## config.mk

```make
export PLATFORM = sky130hd
export DESIGN_NAME = sprite_piece_attribute_gen_top
export DESIGN_NICKNAME = d
export VERILOG_FILES = /design/src/hdl/spag_pkg.sv /design/src/hdl/spag_csr.sv /design/src/hdl/spag_pos.sv /design/src/hdl/sprite_piece_attribute_gen_top.sv
export SDC_FILE = /design/constraint.sdc
export NUM_CORES = 1
export LEC_CHECK = 0
export BUFFER_PORTS_ARGS = -buffer_cell sky130_fd_sc_hd__buf_2
export CAP_MARGIN = 0
export CORE_MARGIN = 2
export CORE_UTILIZATION = 55
export CTS_BUF_LIST = sky130_fd_sc_hd__clkbuf_16
export DETAILED_ROUTE_END_ITERATION = 12
export GPL_TIMING_DRIVEN = 1
export PLACE_DENSITY = 0.89
export SLEW_MARGIN = 20
export SYNTH_ARGS = -nofsm -noshare
export SYNTH_HDL_FRONTEND = slang
export SYNTH_HIERARCHICAL = 1
export SYNTH_SLANG_ARGS = --single-unit
```

## constraint.sdc

```tcl
create_clock -name clock -period 14.3 [get_ports clock]
set_input_delay 0.715 -clock clock [delete_from_list [all_inputs] [get_ports clock]]
set_output_delay 0.715 -clock clock [all_outputs]
set_load 0.01 [all_outputs]
```

## src/hdl/spag_pkg.sv

```systemverilog
package spag_pkg;

   localparam int SLOT_W         = 7;
   localparam int COORD_W        = 16;
   localparam int SCROLL_W       = 16;
   localparam int LAYERS         = 3;
   localparam int DEF_SPRITE_SLOTS = 80;
   localparam int CSR_ADDR_W     = 5;
   localparam int CSR_DATA_W     = 32;
   localparam int REQ_DATA_W     = 104;
   localparam int RSP_DATA_W     = 56;

   localparam logic [COORD_W-1:0] SCREEN_BIAS = 16'd128;
   localparam logic [COORD_W-1:0] WRAP_SPAN   = 16'd2048;
   localparam logic [COORD_W-1:0] WRAP_LOW    = 16'd256;
   localparam logic [COORD_W-1:0] WRAP_HIGH   = 16'd1792;

   typedef enum logic [1:0] {
      LAYER_ABS = 2'd0,
      LAYER_A   = 2'd1,
      LAYER_B   = 2'd2,
      LAYER_C   = 2'd3
   } layer_type;

   typedef enum logic [2:0] {
      REG_A_SCROLL_X = 3'd0,
      REG_B_SCROLL_X = 3'd1,
      REG_C_SCROLL_X = 3'd2,
      REG_A_SCROLL_Y = 3'd3,
      REG_B_SCROLL_Y = 3'd4,
      REG_C_SCROLL_Y = 3'd5
   } reg_idx_type;

   typedef struct packed {
      logic [LAYERS-1:0][SCROLL_W-1:0] sx;
      logic [LAYERS-1:0][SCROLL_W-1:0] sy;
   } scroll_type;

   // first declared member sits in the highest bits
   typedef struct packed {
      logic                     pad;
      logic [7:0]               piece_height;
      logic [7:0]               piece_width;
      logic [7:0]               piece_attr;
      logic signed [COORD_W-1:0] piece_yoff;
      logic signed [COORD_W-1:0] piece_xoff;
      logic [9:0]               piece_index;
      logic                     force_priority;
      logic [1:0]               obj_flip;
      logic [1:0]               layer;
      logic signed [COORD_W-1:0] obj_y;
      logic signed [COORD_W-1:0] obj_x;
   } piece_type;

   typedef struct packed {
      logic [3:0]               pad;
      logic                     sprite_priority;
      logic [1:0]               sprite_flip;
      logic [SLOT_W-1:0]        sprite_slot;
      logic [9:0]               sprite_index;
      logic signed [COORD_W-1:0] sprite_y;
      logic signed [COORD_W-1:0] sprite_x;
   } sprite_type;

endpackage

```

## src/hdl/spag_csr.sv

```systemverilog
module spag_csr (
   input  logic                               clock,
   input  logic                               reset,
   input  logic                               csr_psel,
   input  logic                               csr_penable,
   input  logic                               csr_pwrite,
   input  logic [spag_pkg::CSR_ADDR_W-1:0]    csr_paddr,
   input  logic [spag_pkg::CSR_DATA_W-1:0]    csr_pwdata,
   output logic [spag_pkg::CSR_DATA_W-1:0]    csr_prdata,
   output logic                               csr_pready,
   output spag_pkg::scroll_type               scroll
);

   spag_pkg::scroll_type  scroll_ff;
   spag_pkg::scroll_type  scroll_in;
   spag_pkg::reg_idx_type idx;
   logic [spag_pkg::SCROLL_W-1:0] wdata;
   logic [spag_pkg::SCROLL_W-1:0] rdata;
   logic                          wr;

   assign csr_pready = 1'b1;
   assign idx        = spag_pkg::reg_idx_type'(csr_paddr[4:2]);
   assign wdata      = csr_pwdata[spag_pkg::SCROLL_W-1:0];
   assign wr         = csr_psel && csr_penable && csr_pwrite;

   always_comb begin
      scroll_in = scroll_ff;
      if (wr) begin
         case (idx)
            spag_pkg::REG_A_SCROLL_X: scroll_in.sx[0] = wdata;
            spag_pkg::REG_B_SCROLL_X: scroll_in.sx[1] = wdata;
            spag_pkg::REG_C_SCROLL_X: scroll_in.sx[2] = wdata;
            spag_pkg::REG_A_SCROLL_Y: scroll_in.sy[0] = wdata;
            spag_pkg::REG_B_SCROLL_Y: scroll_in.sy[1] = wdata;
            spag_pkg::REG_C_SCROLL_Y: scroll_in.sy[2] = wdata;
            default: ;
         endcase
      end
   end

   always_comb begin
      case (idx)
         spag_pkg::REG_A_SCROLL_X: rdata = scroll_ff.sx[0];
         spag_pkg::REG_B_SCROLL_X: rdata = scroll_ff.sx[1];
         spag_pkg::REG_C_SCROLL_X: rdata = scroll_ff.sx[2];
         spag_pkg::REG_A_SCROLL_Y: rdata = scroll_ff.sy[0];
         spag_pkg::REG_B_SCROLL_Y: rdata = scroll_ff.sy[1];
         spag_pkg::REG_C_SCROLL_Y: rdata = scroll_ff.sy[2];
         default:                  rdata = '0;
      endcase
   end

   assign csr_prdata = {{(spag_pkg::CSR_DATA_W-spag_pkg::SCROLL_W){1'b0}}, rdata};
   assign scroll     = scroll_ff;

   always_ff @(posedge clock) begin
      if (reset) begin
         scroll_ff <= '0;
      end else begin
         scroll_ff <= scroll_in;
      end
   end

endmodule

```

## src/hdl/spag_pos.sv

```systemverilog
module spag_pos (
   input  spag_pkg::piece_type                piece,
   input  spag_pkg::scroll_type               scroll,
   input  logic [spag_pkg::SLOT_W-1:0]        slot,
   output spag_pkg::sprite_type               sprite
);

   logic [spag_pkg::COORD_W-1:0] sx;
   logic [spag_pkg::COORD_W-1:0] sy;
   logic [spag_pkg::COORD_W-1:0] oy;
   logic [spag_pkg::COORD_W-1:0] wy;
   logic [spag_pkg::COORD_W-1:0] bx;
   logic [spag_pkg::COORD_W-1:0] by;
   logic [spag_pkg::COORD_W-1:0] px;
   logic [spag_pkg::COORD_W-1:0] py;

   always_comb begin
      case (spag_pkg::layer_type'(piece.layer))
         spag_pkg::LAYER_A: begin
            sx = scroll.sx[0];
            sy = scroll.sy[0];
         end
         spag_pkg::LAYER_B: begin
            sx = scroll.sx[1];
            sy = scroll.sy[1];
         end
         spag_pkg::LAYER_C: begin
            sx = scroll.sx[2];
            sy = scroll.sy[2];
         end
         default: begin
            sx = '0;
            sy = '0;
         end
      endcase
   end

   // wrap vertical coordinate near top and bottom of the map
   always_comb begin
      oy = piece.obj_y;
      wy = oy;
      if (sy < spag_pkg::WRAP_LOW) begin
         if (oy >= spag_pkg::WRAP_SPAN) wy = oy - spag_pkg::WRAP_SPAN;
      end else if (sy >= spag_pkg::WRAP_HIGH) begin
         if (oy < spag_pkg::WRAP_LOW) wy = oy + spag_pkg::WRAP_SPAN;
      end
   end

   always_comb begin
      if (spag_pkg::layer_type'(piece.layer) == spag_pkg::LAYER_ABS) begin
         bx = piece.obj_x;
         by = piece.obj_y;
      end else begin
         bx = piece.obj_x - sx + spag_pkg::SCREEN_BIAS;
         by = wy - sy + spag_pkg::SCREEN_BIAS;
      end
   end

   always_comb begin
      if (piece.obj_flip[0]) begin
         px = bx - piece.piece_xoff - {8'd0, piece.piece_width};
      end else begin
         px = bx + piece.piece_xoff;
      end
      if (piece.obj_flip[1]) begin
         py = by - piece.piece_yoff - {8'd0, piece.piece_height};
      end else begin
         py = by + piece.piece_yoff;
      end
   end

   always_comb begin
      sprite                 = '0;
      sprite.sprite_x        = px;
      sprite.sprite_y        = py;
      sprite.sprite_index    = piece.piece_index;
      sprite.sprite_slot     = slot;
      sprite.sprite_flip     = piece.obj_flip ^ {piece.piece_attr[4], piece.piece_attr[3]};
      sprite.sprite_priority = piece.force_priority | piece.piece_attr[7];
   end

endmodule

```

## src/hdl/sprite_piece_attribute_gen_top.sv

```systemverilog
// Sprite piece attribute generator. Takes one sprite piece per transaction on the req_ side
// (frame start flag on req_tuser) and returns its screen position, bitmap index, hardware
// slot, flip and priority on the rsp_ side. A new piece is taken every cycle while rsp_tready
// stays high; each accepted piece passes through the input register, and its result is then
// registered in the output register and shown on rsp_. A stalled result holds the input
// register and with it req_tready. The slot counter clears on a frame start
// piece and advances once per result. Empty pieces and pieces arriving after SPRITE_SLOTS
// slots are used give no result. Scroll registers sit on the csr_ port at byte addresses 0 to
// 20 and may only be written while no piece is in flight.
module sprite_piece_attribute_gen_top #(
   parameter int SPRITE_SLOTS = spag_pkg::DEF_SPRITE_SLOTS
) (
   input  logic                               clock,
   input  logic                               reset,
   input  logic                               req_tvalid,
   output logic                               req_tready,
   // obj_x, obj_y, layer, obj_flip, force_priority, piece_index, piece_xoff,
   // piece_yoff, piece_attr, piece_width, piece_height, zero pad
   input  logic [spag_pkg::REQ_DATA_W-1:0]    req_tdata,
   // frame_start
   input  logic                               req_tuser,
   output logic                               rsp_tvalid,
   input  logic                               rsp_tready,
   // sprite_x, sprite_y, sprite_index, sprite_slot, sprite_flip, sprite_priority, zero pad
   output logic [spag_pkg::RSP_DATA_W-1:0]    rsp_tdata,
   input  logic                               csr_psel,
   input  logic                               csr_penable,
   input  logic                               csr_pwrite,
   input  logic [spag_pkg::CSR_ADDR_W-1:0]    csr_paddr,
   input  logic [spag_pkg::CSR_DATA_W-1:0]    csr_pwdata,
   output logic [spag_pkg::CSR_DATA_W-1:0]    csr_prdata,
   output logic                               csr_pready
);

   localparam logic [spag_pkg::SLOT_W-1:0] SLOT_LIMIT = spag_pkg::SLOT_W'(SPRITE_SLOTS);

   spag_pkg::scroll_type          scroll;
   spag_pkg::piece_type           piece_ff;
   spag_pkg::piece_type           piece_in;
   logic                          frame_ff;
   logic                          frame_in;
   logic                          in_valid_ff;
   logic                          in_valid_in;
   spag_pkg::sprite_type          sprite;
   spag_pkg::sprite_type          out_ff;
   spag_pkg::sprite_type          out_in;
   logic                          out_valid_ff;
   logic                          out_valid_in;
   logic [spag_pkg::SLOT_W-1:0]   slot_ff;
   logic [spag_pkg::SLOT_W-1:0]   slot_in;
   logic [spag_pkg::SLOT_W-1:0]   base_slot;
   logic                          out_open;
   logic                          advance;
   logic                          emit;
   logic                          take;

   spag_csr u_csr (
      .clock       (clock),
      .reset       (reset),
      .csr_psel    (csr_psel),
      .csr_penable (csr_penable),
      .csr_pwrite  (csr_pwrite),
      .csr_paddr   (csr_paddr),
      .csr_pwdata  (csr_pwdata),
      .csr_prdata  (csr_prdata),
      .csr_pready  (csr_pready),
      .scroll      (scroll)
   );

   spag_pos u_pos (
      .piece  (piece_ff),
      .scroll (scroll),
      .slot   (base_slot),
      .sprite (sprite)
   );

   assign out_open   = !out_valid_ff || rsp_tready;
   assign advance    = in_valid_ff && out_open;
   assign req_tready = !in_valid_ff || advance;
   assign take       = req_tvalid && req_tready;
   assign base_slot  = frame_ff ? '0 : slot_ff;
   assign emit       = (piece_ff.piece_index != '0) && (base_slot < SLOT_LIMIT);

   always_comb begin
      in_valid_in = in_valid_ff;
      piece_in    = piece_ff;
      frame_in    = frame_ff;
      if (req_tready) in_valid_in = req_tvalid;
      if (take) begin
         piece_in = spag_pkg::piece_type'(req_tdata);
         frame_in = req_tuser;
      end
   end

   always_comb begin
      slot_in      = slot_ff;
      out_valid_in = out_valid_ff;
      out_in       = out_ff;
      if (out_open) out_valid_in = advance && emit;
      if (advance) begin
         slot_in = emit ? base_slot + 1'b1 : base_slot;
         if (emit) out_in = sprite;
      end
   end

   always_ff @(posedge clock) begin
      if (reset) begin
         in_valid_ff  <= 1'b0;
         out_valid_ff <= 1'b0;
         slot_ff      <= '0;
      end else begin
         in_valid_ff  <= in_valid_in;
         out_valid_ff <= out_valid_in;
         slot_ff      <= slot_in;
      end
   end

   always_ff @(posedge clock) begin
      piece_ff <= piece_in;
      frame_ff <= frame_in;
      out_ff   <= out_in;
   end

   assign rsp_tvalid = out_valid_ff;
   assign rsp_tdata  = out_ff;

endmodule

```

# After elaboration in Yosys (flattened, before gate mapping)
# Cells that the tools add are included.
[word_totals]
ff_bits = 261
input_bits = 149
out_inout_bits = 91
elab_cells = 88
[op_classes]
n_mux = 13
addsub = 13
reduce_logical = 20
order_cmp = 5
eq_ne = 8
n_bitwise = 2
[ops]
columns = ["op", "n"]
rows = [
  ["$mux W16", 8],
  ["$pmux W16 S3", 2],
  ["$pmux W16 S6", 1],
  ["$sub A16 B16 Y16", 4],
  ["$add A16 B16 Y16", 2],
  ["$add A16 B8 Y16 const B", 2],
  ["$lt A16 B9 Y1 const B", 2],
  ["$sub A16 B8 Y16", 2],
  ["$add A16 B12 Y16 const B", 1],
  ["$ge A16 B11 Y1 const B", 1],
  ["$ge A16 B12 Y1 const B", 1],
  ["$sub A16 B12 Y16 const B", 1],
  ["$mux W7", 2],
  ["$reduce_and A2 Y1", 7],
  ["$reduce_bool A10 Y1", 1],
  ["$add A7 B1 Y7 const B", 1],
  ["$lt A7 B7 Y1 const B", 1],
  ["$eq A3 B2 Y1 const B", 2],
  ["$eq A3 B3 Y1 const B", 2],
  ["$logic_and A1 B1 Y1", 6],
  ["$eq A2 B2 Y1 const B", 2],
  ["$eq A3 B1 Y1 const B", 1],
  ["$logic_not A3 Y1", 1],
  ["$eq A2 B1 Y1 const B", 1],
  ["other kinds (5)", 7],
]

# Depth between registers and ports, before layout
[depth]
depth_word = 11
mapped_depth = 30
ltp_nobuf = 28

# By module
# Netlist, hierarchy kept.
[modules_own_cells]
columns = ["mod", "area_per_inst_um2", "instances", "cells_each", "seq_area_each_um2"]
rows = [
  ["spag_pos", 6671.4, 1, 894, 0.0],
  ["sprite_piece_attribute_gen_top", 5454.0, 1, 227, 5014.8],
  ["spag_csr", 4712.0, 1, 452, 1921.8],
]

# Least setup slack after synthesis
# OpenSTA, ideal clock, no wires.
[synth_timing]
path_type = "reg-to-reg"
start = "register piece_ff[33] (netlist bit)"
end = "register out_ff, in the netlist rsp_tdata[31], data pin"
path_buffers = 3
path_stages_with_launch = 26
arrival_ns = 5.503
required_ns = 14.040
setup_time_ns = 0.260
setup_slack_ns = 8.537
synth_period_minus_slack_ns = 5.763
path_cell_list = "edfxtp_1 buf_6 buf_6 clkbuf_1 mux2_2 a22oi_1 ha_1 ha_1 a21o_1 a21oi_1 o21ai_1 a21oi_1 o21ai_1 a2111oi_0 nor2_1 xor2_1 mux2_2 ha_1 ha_1 and2_1 a32o_1 o31ai_2 mux2i_1 a21oi_1 xnor2_1 xnor2_1"
[synth_lines]
columns = ["element", "line_no", "text"]
rows = [
  ["from (decl)", "sprite_piece_attribute_gen_top.sv:38", "spag_pkg::piece_type piece_ff;"],
  ["from (signal assigned)", "sprite_piece_attribute_gen_top.sv:119", "piece_ff <= piece_in;"],
  ["to (signal assigned)", "sprite_piece_attribute_gen_top.sv:121", "out_ff <= out_in;"],
  ["to (decl)", "sprite_piece_attribute_gen_top.sv:45", "spag_pkg::sprite_type out_ff;"],
]

==> metrics.txt <==
status=completed; Pins Over Slew Limit=0; met1 Resource Use GR=0.323; RR Endpoint=rsp_tdata[31]; reg2reg path depth=23; Worst Max-Slew Pin Slew=981 ps; Hold Crit Start=req_tdata[56]; root buf cell=clkbuf_16; startpoint type of the worst setup path=flop; Avg Cell Area, Syn=10.6 um^2; clock slew at reported path FFs=60 ps; Initial Util=0.561; Die Ht=178 um; worst skew pair latency=550 ps; Crit path required time=14600 ps; Post-DRT Antenna Nets=0; GRT overflow=0; first drt pass iteration count=5; Fin Hold WS=337 ps; H-tree depth=1; WS Path Type=reg2reg; vias in the first global route=12200; maximum number of pins on one net before global-route repair=122; power density cells=121 mW/mm^2; I/O pin cnt=240; first-pass GRT wire length=62200 um; FF-to-FF setup slack=7110 ps; postcts setup bufs=0; hold-critical path endpoint=piece_ff[56]; clk_skew=13.5 ps; Final Setup Violations=0; worst vdd ir=0.0000967 V; Iteration-0 DRC Markers=775; WHS Path Cells=1; Final nets=2032; utilization after layout=0.626; Synth Warn #=6; CTS tree=done; HPWL Detailed=28900 um; area grow syn2layout=11.6%; CTS Hold Bufs=0; GR Util met3=0.0407; static leakage=0.00847 uW; Post-Route WL=39800 um; via count of the routed design=12300; MaxCap Viol Count=0; initial antenna violation count=4; met2 Usage GRT=0.412; die area=0.0317 mm^2; f_max=139 MHz; Port Buffers=198; Syn Std Cell Area=0.0167 mm^2; arrival time at the worst endpoint=7490 ps; placeable core area=0.0297 mm^2; Final period util=0.503; Die W=178 um; Routed WL per cell=18.5 um; gr busiest metal=met2; Setup crit end kind=flop; DR DRC count=0; row cnt=63; total CTS buffers=29; Worst Path Max Fanout=36; Post-Route Setup TNS=0 ps; post-layout min period=7190 ps; post-synthesis cell count=1567; worst reg2reg path startpoint=piece_ff[33]; final hold viol count=0; clock sink count=260; setup repair after global routing missed its margin=false; layout cell share with drive strength beyond 1=0.199; total track usage=0.249; CTS max path bufs=3; vias per cell=5.72; GPL Wtd Cong=0.875; Slew HR=0.346; Hold Path Class=in2reg; post-cts resize count=0
[state kept, by name (all words and copies together), names as in the netlist]
register and cells:
piece_ff 98, u_csr/scroll 96, frame_ff 1, rsp_tvalid 1
in_valid_ff 1, slot_ff 7, rsp_tdata 56
[metal layers]
layer  routed length, um  vias to the layer above  share of wire
li1                    -                     5892              -
met1               16900                     5783           0.43
met2               18600                      507           0.47
met3                2760                       88          0.069
met4                1500                        0          0.038
met5                   0                        -              0
[cell usage in the layout, fill, tap and decap left out, types with 29 or more instances in the layout]
cell type,n
ha_1,135
nand2b_1,124
a22oi_1,34
xor2_1,41
xnor2_1,38
a21oi_1,73
mux2i_1,123
a21o_1,29
o21ai_0,35
edfxtp_1,155
clkbuf_16,29
nand2_1,55
mux2_2,59
dfxtp_1,105
inv_1,116
nor2_1,87
buf_2,197
[metrics by stage]
| step | area (um^2) | worst slack (ps) | std cells | power (uW) |
|---|---|---|---|---|
| global placement | 17700 | 7490 | 2087 | 1530 |
| detailed placement | 17700 | 7270 | 2087 | 1560 |
| floorplan | 16700 | 8540 | 1585 | 1410 |
| CTS | 18600 | 7260 | 2141 | 2250 |
| global route | 18600 | 6810 | 2144 | 2370 |
| finish | 18600 | 7110 | 2145 | 2240 |
[final cells by class]
cell class | instances | area (um^2)
flip-flops and latches | 260 | 6760
multi-input cells | 1119 | 8980
clock buffers | 29 | 726
inverters | 110 | 413
fillers | 2331 | 11100
diodes | 4 | 10.0
well taps | 390 | 488
clock inverters | 25 | 151
repair buffers | 208 | 1070
[power by group]
group	leakage [uW]	total (uW)	internal, uW	switching, uW
Sequential	0.00234	872	851	20.6
Clock	0.000450	687	386	301
Combinational	0.00568	684	296	388
Total	0.00847	2240	1530	710
[critical path, cell delays in order, from the launching register on]
cell       delay [ps]
edfxtp_1          320
buf_4             490
nor2b_4           910
a22oi_1           400
ha_1              400
ha_1              300
a21o_1            180
a21oi_1           230
o21ai_1           100
a21oi_1           290
o21ai_1           210
a2111oi_0         400
nor2_1             90
xor2_1            160
mux2_2            290
ha_1              330
ha_1              360
and2_1            190
a32o_1            270
o31ai_2           260
mux2i_1           270
a21oi_1           140
xnor2_1           220
xnor2_1           100
[worst max-delay path by stage]
stage                            start             to  slack [ps]  cells past startpoint
after floorplan           piece_ff[33]  rsp_tdata[31]        8540                     25
after global placement    piece_ff[33]  rsp_tdata[31]        7490                     23
after detailed placement  piece_ff[33]  rsp_tdata[31]        7270                     23
after CTS                 piece_ff[33]  rsp_tdata[31]        7260                     23
after global routing      piece_ff[33]  rsp_tdata[31]        6810                     23
final                     piece_ff[33]  rsp_tdata[31]        7110                     23
Note: power is estimated with default switching activity, not from simulation.
